## src/xst_pkg.sv

```systemverilog
// Shared constants, codes and request types of the XML stream tokenizer.
package xst_pkg;

  localparam int TOKEN_SIZE = 32;
  localparam int NAME_SIZE  = 16;
  localparam int TAW        = $clog2(TOKEN_SIZE);
  localparam int NAW        = $clog2(NAME_SIZE);
  localparam int KIND_W     = 3;

  localparam logic [7:0] CH_LT     = 8'h3C;
  localparam logic [7:0] CH_SLASH  = 8'h2F;
  localparam logic [7:0] CH_GT     = 8'h3E;
  localparam logic [7:0] CH_EQ     = 8'h3D;
  localparam logic [7:0] CH_BANG   = 8'h21;
  localparam logic [7:0] CH_QMARK  = 8'h3F;
  localparam logic [7:0] CH_DQUOTE = 8'h22;
  localparam logic [7:0] CH_SQUOTE = 8'h27;

  typedef enum logic [KIND_W-1:0] {
    EV_TEXT  = 3'd0,
    EV_START = 3'd1,
    EV_ANAME = 3'd2,
    EV_AVAL  = 3'd3,
    EV_END   = 3'd4,
    EV_DONE  = 3'd5
  } ev_kind_t;

  // Buffer write request from the front part
  typedef struct packed {
    logic           tok_we;
    logic [TAW-1:0] tok_addr;
    logic           name_we;
    logic [NAW-1:0] name_addr;
    logic [7:0]     data;
  } xst_wr_t;

  // Emission request: name, then token, then start complete, each optional
  typedef struct packed {
    logic           emit_name;
    logic [NAW-1:0] name_len;
    logic           emit_tok;
    ev_kind_t       tok_kind;
    logic [TAW-1:0] tok_len;
    logic           emit_done;
    logic           done_sc;
    logic           ovf;
  } xst_cmd_t;

  typedef struct packed {
    ev_kind_t   kind;
    logic [7:0] ch;
    logic       has_char;
    logic       sc;
    logic       eot;
    logic       last;
    logic       ovf;
  } xst_res_t;

endpackage

```

## src/xst_front.sv

```systemverilog
// Front part: tokenizer mode machine, buffer writes and emission requests.
module xst_front (
  input  logic              clk,
  input  logic              rst,
  input  logic              accept,
  input  logic [7:0]        byte_in,
  output xst_pkg::xst_wr_t  wr,
  output logic              cmd_push,
  output xst_pkg::xst_cmd_t cmd
);
  import xst_pkg::*;

  typedef enum logic [8:0] {
    M_TEXT      = 9'b000000001,
    M_TAGOPEN   = 9'b000000010,
    M_STARTNAME = 9'b000000100,
    M_BETWEEN   = 9'b000001000,
    M_ATTRNAME  = 9'b000010000,
    M_BEFOREVAL = 9'b000100000,
    M_ATTRVAL   = 9'b001000000,
    M_ENDNAME   = 9'b010000000,
    M_SKIP      = 9'b100000000
  } mode_t;

  mode_t          mode, mode_next;
  logic [TAW-1:0] tok_len, tok_len_next;
  logic [NAW-1:0] name_len, name_len_next;
  logic           quote_single, quote_single_next;
  logic           ovf, ovf_next;

  function automatic logic is_ws(input logic [7:0] c);
    return (c == 8'd32) || (c >= 8'd9 && c <= 8'd13);
  endfunction

  always_comb begin
    logic [TAW-1:0] base;
    logic           do_push;
    logic           do_name;
    logic           emit;
    logic           ws;
    base              = tok_len;
    do_push           = 1'b0;
    do_name           = 1'b0;
    emit              = 1'b0;
    ws                = is_ws(byte_in);
    mode_next         = mode;
    tok_len_next      = tok_len;
    name_len_next     = name_len;
    quote_single_next = quote_single;
    ovf_next          = ovf;
    cmd               = '0;
    cmd.tok_kind      = EV_TEXT;
    wr                = '0;
    wr.data           = byte_in;

    case (mode)
      M_TAGOPEN: begin
        tok_len_next = '0;
        if (byte_in == CH_SLASH) begin
          mode_next = M_ENDNAME;
        end else if (byte_in == CH_BANG || byte_in == CH_QMARK) begin
          mode_next = M_SKIP;
        end else begin
          base      = '0;
          do_push   = 1'b1;
          mode_next = M_STARTNAME;
        end
      end
      M_STARTNAME: begin
        if (ws || byte_in == CH_GT || byte_in == CH_SLASH) begin
          emit         = 1'b1;
          cmd.emit_tok = 1'b1;
          cmd.tok_kind = EV_START;
          cmd.tok_len  = tok_len;
          tok_len_next = '0;
          if (ws) begin
            mode_next = M_BETWEEN;
          end else begin
            cmd.emit_done = 1'b1;
            cmd.done_sc   = (byte_in == CH_SLASH);
            mode_next     = (byte_in == CH_SLASH) ? M_SKIP : M_TEXT;
          end
        end else begin
          do_push = 1'b1;
        end
      end
      M_BETWEEN: begin
        if (ws) begin
          mode_next = M_BETWEEN;
        end else if (byte_in == CH_GT || byte_in == CH_SLASH) begin
          emit          = 1'b1;
          cmd.emit_done = 1'b1;
          cmd.done_sc   = (byte_in == CH_SLASH);
          mode_next     = (byte_in == CH_SLASH) ? M_SKIP : M_TEXT;
        end else begin
          base      = '0;
          do_push   = 1'b1;
          do_name   = 1'b1;
          mode_next = M_ATTRNAME;
        end
      end
      M_ATTRNAME: begin
        if (byte_in == CH_EQ) begin
          // keep the first NAME_SIZE-1 bytes of the name
          if (32'(tok_len) > NAME_SIZE - 1) begin
            name_len_next = NAW'(NAME_SIZE - 1);
          end else begin
            name_len_next = NAW'(tok_len);
          end
          tok_len_next = '0;
          mode_next    = M_BEFOREVAL;
        end else if (!ws) begin
          do_push = 1'b1;
          do_name = 1'b1;
        end
      end
      M_BEFOREVAL: begin
        if (byte_in == CH_DQUOTE || byte_in == CH_SQUOTE) begin
          quote_single_next = (byte_in == CH_SQUOTE);
          mode_next         = M_ATTRVAL;
        end
      end
      M_ATTRVAL: begin
        if (byte_in == (quote_single ? CH_SQUOTE : CH_DQUOTE)) begin
          emit          = 1'b1;
          cmd.emit_name = 1'b1;
          cmd.name_len  = name_len;
          cmd.emit_tok  = 1'b1;
          cmd.tok_kind  = EV_AVAL;
          cmd.tok_len   = tok_len;
          tok_len_next  = '0;
          mode_next     = M_BETWEEN;
        end else begin
          do_push = 1'b1;
        end
      end
      M_ENDNAME: begin
        if (byte_in == CH_GT) begin
          emit         = 1'b1;
          cmd.emit_tok = 1'b1;
          cmd.tok_kind = EV_END;
          cmd.tok_len  = tok_len;
          tok_len_next = '0;
          mode_next    = M_TEXT;
        end else if (!ws) begin
          do_push = 1'b1;
        end
      end
      M_SKIP: begin
        if (byte_in == CH_GT) begin
          mode_next = M_TEXT;
        end
      end
      default: begin
        if (byte_in == CH_LT) begin
          if (tok_len != '0) begin
            emit         = 1'b1;
            cmd.emit_tok = 1'b1;
            cmd.tok_kind = EV_TEXT;
            cmd.tok_len  = tok_len;
          end
          tok_len_next = '0;
          mode_next    = M_TAGOPEN;
        end else begin
          mode_next = M_TEXT;
          do_push   = 1'b1;
        end
      end
    endcase

    // Append to the token buffer (and to the name buffer for attribute names), or drop and flag overflow when full
    if (do_push) begin
      if (32'(base) + 1 < TOKEN_SIZE) begin
        wr.tok_we    = accept;
        wr.tok_addr  = base;
        tok_len_next = base + 1'b1;
        if (do_name && 32'(base) < NAME_SIZE - 1) begin
          wr.name_we   = accept;
          wr.name_addr = NAW'(base);
        end
      end else begin
        tok_len_next = base;
        ovf_next     = 1'b1;
      end
    end

    cmd.ovf  = ovf_next;
    cmd_push = accept & emit;
  end

  always_ff @(posedge clk) begin
    if (rst) begin
      mode         <= M_TEXT;
      tok_len      <= '0;
      name_len     <= '0;
      quote_single <= 1'b0;
      ovf          <= 1'b0;
    end else if (accept) begin
      mode         <= mode_next;
      tok_len      <= tok_len_next;
      name_len     <= name_len_next;
      quote_single <= quote_single_next;
      ovf          <= ovf_next;
    end
  end

endmodule

```

## src/xst_cmd_q.sv

```systemverilog
// Two-entry queue of emission requests between front and back parts.
module xst_cmd_q (
  input  logic              clk,
  input  logic              rst,
  input  logic              push,
  input  xst_pkg::xst_cmd_t din,
  input  logic              pop,
  output logic              empty,
  output xst_pkg::xst_cmd_t dout
);
  import xst_pkg::*;

  xst_cmd_t   entry [2];
  logic       wp, rp;
  logic [1:0] cnt;
  logic       do_push, do_pop;

  assign empty   = (cnt == 2'd0);
  assign do_push = push && (cnt != 2'd2);
  assign do_pop  = pop && !empty;
  assign dout    = entry[rp];

  always_ff @(posedge clk) begin
    if (rst) begin
      wp  <= 1'b0;
      rp  <= 1'b0;
      cnt <= 2'd0;
    end else begin
      if (do_push) wp <= ~wp;
      if (do_pop) rp <= ~rp;
      cnt <= cnt + 2'(do_push) - 2'(do_pop);
    end
  end

  always_ff @(posedge clk) begin
    if (do_push) entry[wp] <= din;
  end

endmodule

```

## src/xst_back.sv

```systemverilog
// Back part: token and name buffers, buffer walk and result register.
module xst_back (
  input  logic              clk,
  input  logic              rst,
  input  xst_pkg::xst_wr_t  wr,
  input  logic              q_empty,
  input  xst_pkg::xst_cmd_t q_cmd,
  output logic              q_pop,
  output logic              busy,
  input  logic              pop,
  output logic              empty,
  output xst_pkg::xst_res_t res
);
  import xst_pkg::*;

  typedef enum logic [5:0] {
    B_IDLE  = 6'b000001,
    B_NREAD = 6'b000010,
    B_NPUT  = 6'b000100,
    B_TREAD = 6'b001000,
    B_TPUT  = 6'b010000,
    B_DONE  = 6'b100000
  } bstate_t;

  logic [7:0] tok_mem  [TOKEN_SIZE];
  logic [7:0] name_mem [NAME_SIZE];

  bstate_t        state, state_next;
  xst_cmd_t       cur, cur_next;
  logic [TAW-1:0] tidx, tidx_next;
  logic [NAW-1:0] nidx, nidx_next;
  logic [7:0]     tok_q, name_q;
  xst_res_t       out, out_next;
  logic           out_valid;
  logic           out_load;
  logic           out_free;
  logic           n_eot, t_eot;

  always_ff @(posedge clk) begin
    if (wr.tok_we) tok_mem[wr.tok_addr] <= wr.data;
    if (wr.name_we) name_mem[wr.name_addr] <= wr.data;
    if (state == B_TREAD) tok_q <= tok_mem[tidx];
    if (state == B_NREAD) name_q <= name_mem[nidx];
  end

  assign out_free = !out_valid || pop;
  assign n_eot    = (32'(nidx) + 1 >= 32'(cur.name_len));
  assign t_eot    = (32'(tidx) + 1 >= 32'(cur.tok_len));
  assign busy     = (state != B_IDLE);
  assign empty    = !out_valid;
  assign res      = out;

  always_comb begin
    state_next = state;
    cur_next   = cur;
    tidx_next  = tidx;
    nidx_next  = nidx;
    out_next   = out;
    out_load   = 1'b0;
    q_pop      = 1'b0;
    case (state)
      B_IDLE: begin
        if (!q_empty) begin
          q_pop     = 1'b1;
          cur_next  = q_cmd;
          tidx_next = '0;
          nidx_next = '0;
          if (q_cmd.emit_name) state_next = B_NREAD;
          else if (q_cmd.emit_tok) state_next = B_TREAD;
          else state_next = B_DONE;
        end
      end
      B_NREAD: state_next = B_NPUT;
      B_TREAD: state_next = B_TPUT;
      B_NPUT: begin
        if (out_free) begin
          out_load          = 1'b1;
          out_next.kind     = EV_ANAME;
          out_next.has_char = (cur.name_len != '0);
          out_next.ch       = (cur.name_len != '0) ? name_q : 8'd0;
          out_next.sc       = 1'b0;
          out_next.eot      = n_eot;
          out_next.last     = n_eot && !cur.emit_tok && !cur.emit_done;
          out_next.ovf      = cur.ovf;
          if (!n_eot) begin
            nidx_next  = nidx + 1'b1;
            state_next = B_NREAD;
          end else if (cur.emit_tok) state_next = B_TREAD;
          else if (cur.emit_done) state_next = B_DONE;
          else state_next = B_IDLE;
        end
      end
      B_TPUT: begin
        if (out_free) begin
          out_load          = 1'b1;
          out_next.kind     = cur.tok_kind;
          out_next.has_char = (cur.tok_len != '0);
          out_next.ch       = (cur.tok_len != '0) ? tok_q : 8'd0;
          out_next.sc       = 1'b0;
          out_next.eot      = t_eot;
          out_next.last     = t_eot && !cur.emit_done;
          out_next.ovf      = cur.ovf;
          if (!t_eot) begin
            tidx_next  = tidx + 1'b1;
            state_next = B_TREAD;
          end else if (cur.emit_done) state_next = B_DONE;
          else state_next = B_IDLE;
        end
      end
      B_DONE: begin
        if (out_free) begin
          out_load          = 1'b1;
          out_next.kind     = EV_DONE;
          out_next.has_char = 1'b0;
          out_next.ch       = 8'd0;
          out_next.sc       = cur.done_sc;
          out_next.eot      = 1'b1;
          out_next.last     = 1'b1;
          out_next.ovf      = cur.ovf;
          state_next        = B_IDLE;
        end
      end
      default: state_next = B_IDLE;
    endcase
  end

  always_ff @(posedge clk) begin
    if (rst) begin
      state     <= B_IDLE;
      out_valid <= 1'b0;
    end else begin
      state <= state_next;
      if (out_load) out_valid <= 1'b1;
      else if (pop) out_valid <= 1'b0;
    end
  end

  always_ff @(posedge clk) begin
    cur  <= cur_next;
    tidx <= tidx_next;
    nidx <= nidx_next;
    if (out_load) out <= out_next;
  end

endmodule

```

## src/xml_stream_tokenizer_top.sv

```systemverilog
// Top level of the streaming XML tokenizer.
//
//  Channel  | Handshake            | Payload
//  ---------+----------------------+------------------------------------------
//  bytes in | push / full          | byte_in
//  results  | empty / pop          | event_kind, char_out, has_char,
//           |                      | self_closing, end_of_token, last,
//           |                      | overflowed
//
// A byte that ends no token is taken without raising full, so such bytes stream back to back.
// A byte that ends a token raises full until the back part has walked the buffers:
// the back part takes the request, then reports each token item, empty ones included,
// with a read of the single buffer port and then a load of the result register,
// then reports start complete, and it waits on pop.
// Reset (rst, synchronous) returns to text mode with empty buffers and no results.
// A stalled result holds in the result register; the back part waits, the front holds full.
module xml_stream_tokenizer_top (
  input  logic                      clk,
  input  logic                      rst,
  input  logic                      push,
  output logic                      full,
  input  logic [7:0]                byte_in,
  output logic                      empty,
  input  logic                      pop,
  output logic [xst_pkg::KIND_W-1:0] event_kind,
  output logic [7:0]                char_out,
  output logic                      has_char,
  output logic                      self_closing,
  output logic                      end_of_token,
  output logic                      last,
  output logic                      overflowed
);
  import xst_pkg::*;

  logic     accept;
  xst_wr_t  wr;
  logic     cmd_push;
  xst_cmd_t cmd_in, cmd_out;
  logic     q_empty, q_pop;
  logic     back_busy;
  xst_res_t res;

  // Hold new bytes while any emission request is queued or being walked:
  // the buffers must not change under the back part.
  assign full   = !q_empty || back_busy;
  assign accept = push && !full;

  xst_front u_front (
    .clk      (clk),
    .rst      (rst),
    .accept   (accept),
    .byte_in  (byte_in),
    .wr       (wr),
    .cmd_push (cmd_push),
    .cmd      (cmd_in)
  );

  xst_cmd_q u_cmd_q (
    .clk   (clk),
    .rst   (rst),
    .push  (cmd_push),
    .din   (cmd_in),
    .pop   (q_pop),
    .empty (q_empty),
    .dout  (cmd_out)
  );

  xst_back u_back (
    .clk     (clk),
    .rst     (rst),
    .wr      (wr),
    .q_empty (q_empty),
    .q_cmd   (cmd_out),
    .q_pop   (q_pop),
    .busy    (back_busy),
    .pop     (pop),
    .empty   (empty),
    .res     (res)
  );

  // Drive the result ports straight from the result register
  assign event_kind   = res.kind;
  assign char_out     = res.ch;
  assign has_char     = res.has_char;
  assign self_closing = res.sc;
  assign end_of_token = res.eot;
  assign last         = res.last;
  assign overflowed   = res.ovf;

endmodule

```

## config.mk

```make
export PLATFORM = sky130hd
export DESIGN_NAME = xml_stream_tokenizer_top
export DESIGN_NICKNAME = d
export VERILOG_FILES = /design/src/xst_pkg.sv /design/src/xst_front.sv /design/src/xst_cmd_q.sv /design/src/xst_back.sv /design/src/xml_stream_tokenizer_top.sv
export SDC_FILE = /design/constraint.sdc
export NUM_CORES = 1
export LEC_CHECK = 0
export ABC_AREA = 1
export BUFFER_PORTS_ARGS = -buffer_cell sky130_fd_sc_hd__buf_2
export CORE_MARGIN = 4
export CORE_UTILIZATION = 55
export DETAILED_ROUTE_END_ITERATION = 6
export PLACE_DENSITY_LB_ADDON = 0.05
export SLEW_MARGIN = 20
export SYNTH_ARGS = -nofsm -noshare
export SYNTH_HDL_FRONTEND = slang
export SYNTH_SLANG_ARGS = --single-unit
```

## constraint.sdc

```tcl
create_clock -name clk -period 3.7 [get_ports clk]
set_clock_uncertainty 0.15 [all_clocks]
set_input_delay 0.185 -clock clk [delete_from_list [all_inputs] [get_ports clk]]
set_output_delay 0.185 -clock clk [all_outputs]
set_load 0.05 [all_outputs]
```

==> flow_metrics.tcl <==
set metrics [dict create \
    synth-simple-area-share_pct 13.3 \
    clkSinkCount 507 \
    r2r_slack_ns 0.51 \
    yosys_warnings 0 \
    track_usage_pct 25.6 \
    synth_cells 1771 \
    synth-compound-area-share_pct 10.9 \
    power_density_nw_per_um2 705 \
    power.total_uw 17000 \
    tritoncts "yes" \
    synth_area_um2 21200 \
    fp-row-count 71 \
    finalMaxSlewViolations 0 \
    drt_iter0_drc 1340 \
    synth_edf_count 475 \
    place_inst 2330 \
    maxCapViolations 0 \
    hold_slack_ns 0.0255 \
    routed_via_density 5.87 \
    synth_ff_type "edfxtp_1" \
    slew-limit-headroom_pct 37.8 \
    design.core.area_um2 37800 \
    dr.pass1.iters 7 \
    gp_congestion 0.913 \
    root_buffer "clkbuf_16" \
    syn_to_final_growth_pct 13.4 \
    outcome "finished with violations" \
    async_flop_share_pct 0 \
    synth_xor_area_share_pct 0.124 \
    muxShareOfSynthArea_pct 0.849 \
    num_antenna_cells 0 \
    antenna_found_initial 0 \
    start_util_pct 56.1 \
    min_period_ns 3.26 \
    ctsLongestPathBuffers 3 \
    timing.final.crit_share_pct 88.1 \
    die_area_um2 41800 \
    hold_violations 0 \
    criticalPathCategory "in -> reg" \
    grt-ovfl-total 0 \
    yosysMostFrequentCell "edfxtp_1" \
    avgSynthCellArea_um2 12.0 \
    endpoint_kind "register" \
    synth_area_leaders "edfxtp_1, nor2_1, o21ai_0, dfxtp_1, nand2_1" \
    cts-hold-fix-buffers 6 \
    post_cts_resized 0 \
    grt_max_degree 123 \
    critPathMaxFanout 8 \
    total_leakage_power_uw 0.00861 \
    wl_per_cell_um 21.9 \
    synth_cell_type_count 46 \
    drc_errors 1 \
    ys_seq_area_share_pct 70.2 \
    synth_top_family_by_area "simple AND/OR/NAND/NOR gates" \
    postCtsSetupRepairBufs 0 \
    clk_pin_slew_worst_paths_ns 0.06 \
    fmax_mhz 307 \
    stdcell_count 2429 \
    drive_above_1_share_pct 13.5 \
    rsz0062_at_grt "false" \
    ioPinCount 30 \
    synth_common_cells "edfxtp_1, nor2_1, o21ai_0, nand2_1, inv_1" \
    min_path_cells 4 \
    worstSetupStartpointType "input port" \
    hp-class "in -> reg" \
    critPathArrivalTime_ns 3.41 \
    setup_viol 0 \
    layout.nets 1904 \
    worst_ir_drop_vdd_mv 0.447 \
    insertion_delay_ns 0.59 \
    ant_nets 0 \
    reg2reg_depth 14 \
    h-tree-depth 2 \
    worstMarginPinSlew_ns 0.926 \
    die_h_um 204 \
    cts_buffers 51 \
    synth_area_leader_cell "edfxtp_1" \
    die_x_um 204 \
    port_buffers 29 \
    fin_setup_tns_ns 0 \
    wirelength_mm 53.3 \
    via_count 14248 \
    grt_pass1_vias 13532 \
    violations "design-rule violations" \
    required_ns 3.85 \
    grt_pass1_wl_mm 81.7 \
    synth_fa_ha_area_share_pct 0.826 \
    synthDominantCellAreaShare_pct 67.2 \
    place_hpwl_mm 33.7 \
    ys_ff_latch 507 \
]
==> cells in the final DEF (no fill, tap or decap), types with 4 or more instances in the layout <==
master,synthesis,routed
clkbuf_16,0,52
o21ai_0,207,207
conb_1,1,16
nor2_1,323,323
edfxtp_1,475,475
nand2_1,153,153
nand3_1,86,86
clkbuf_1,73,15
o22ai_1,31,31
nand3_2,4,4
a221oi_1,9,9
inv_1,113,112
mux2_2,16,16
nor2_2,6,6
ha_1,14,14
clkinv_1,1,9
o221ai_1,57,57
nand4_1,24,24
inv_2,19,19
nand2_2,10,10
nor2_4,4,4
nor3_1,12,12
dlygate4sd3_1,0,6
o211ai_1,4,4
a31oi_1,11,11
a32oi_1,8,8
dfxtp_1,32,32
buf_4,0,81
clkinv_2,0,11
buf_2,2,29
a21oi_1,41,41
==> report_power, final <==
part / total, uW / internal (uW) / switching, uW
clock: 4880 / 2780 / 2100
combinational: 5090 / 1500 / 3600
sequential: 6990 / 6700 / 289
==> path summary, 6_finish.rpt <==
| check | from | endpoint |
|---|---|---|
| worst min register to register | u_back.cur[0] | u_back.res[0] |
| worst max-delay path | byte_in[6] | u_back.tok_mem[13][1] |
| worst max register to register | u_front.mode[8] | u_back.tok_mem[13][1] |
| worst min-delay path | byte_in[0] | u_front.name_len[2] |
==> stage by stage <==
stage | utilization [%] | instance area, um2 | setup slack (ns)
after global placement | 59.3 | 22400 | 0.514
after detailed placement | 59.3 | 22400 | 0.477
after floorplan | - | 21300 | 0.670
after CTS | 63.6 | 24100 | 0.533
final | 63.6 | 24100 | 0.442
after global routing | 63.6 | 24100 | 0.237
==> state kept, by name (all words and copies together) (netlist names), named ones only <==
name and flops:
u_cmd_q.rp 1, u_back.cur 16, u_back.tok_q 8, u_front.tok_len 5, u_cmd_q.cnt 2, u_back.res 16, u_back.name_q 8, u_front.quote_single 1
u_front.name_len 4, u_back.tidx 5, u_cmd_q.wp 1, u_back.nidx 4, u_front.ovf 1, u_cmd_q.entry 34, u_front.mode 9, u_back.state 6
u_back.out_valid 1, u_back.tok_mem 256, u_back.name_mem 128
==> metal layers <==
metal  up-vias  routed length (um)  track usage (%)
met1      6915               22900             37.5
met3       100                3690             3.67
met4         0                1740             9.12
met2       594               24900             39.8
met5         -                   0                0
li1       6639                   -                -
==> final cells by class <==
cell class,instances,area [um2]
well taps,511,639
flip-flops and latches,507,14900
fillers,2977,13800
inverters,134,507
clock buffers,70,1400
clock inverters,23,173
multi-input cells,1066,5580
repair buffers,118,853
==> cell families (layout without fill, tap and decap cells) <==
| kind of cell | Yosys count | after routing |
|---|---|---|
| xor gates and xnor gates | 3 | 3 |
| adders and majority gates | 14 | 14 |
| muxes | 16 | 16 |
| AOI/OAI and AO/OA | 381 | 381 |
| and+or+nand+nor | 636 | 636 |
| DFF | 507 | 507 |
| buffers and inverters | 213 | 345 |
| other | 1 | 16 |
==> critical path, cell delays in order <==
cell and delay (ns):
dlygate4sd3_1 0.52, buf_2 0.20, inv_1 0.07, nand2_1 0.27, nor2_4 0.10, nand2_2 0.14
nand2_2 0.11, nor2_2 0.20, o21ai_0 0.13, nand2_1 0.07, nand3b_2 0.21, buf_4 0.18
nand2_1 0.11, nor2_2 0.16, nand3_1 0.17, nor2_1 0.35, buf_4 0.21
No activity file was read; power rests on OpenSTA's default activity.
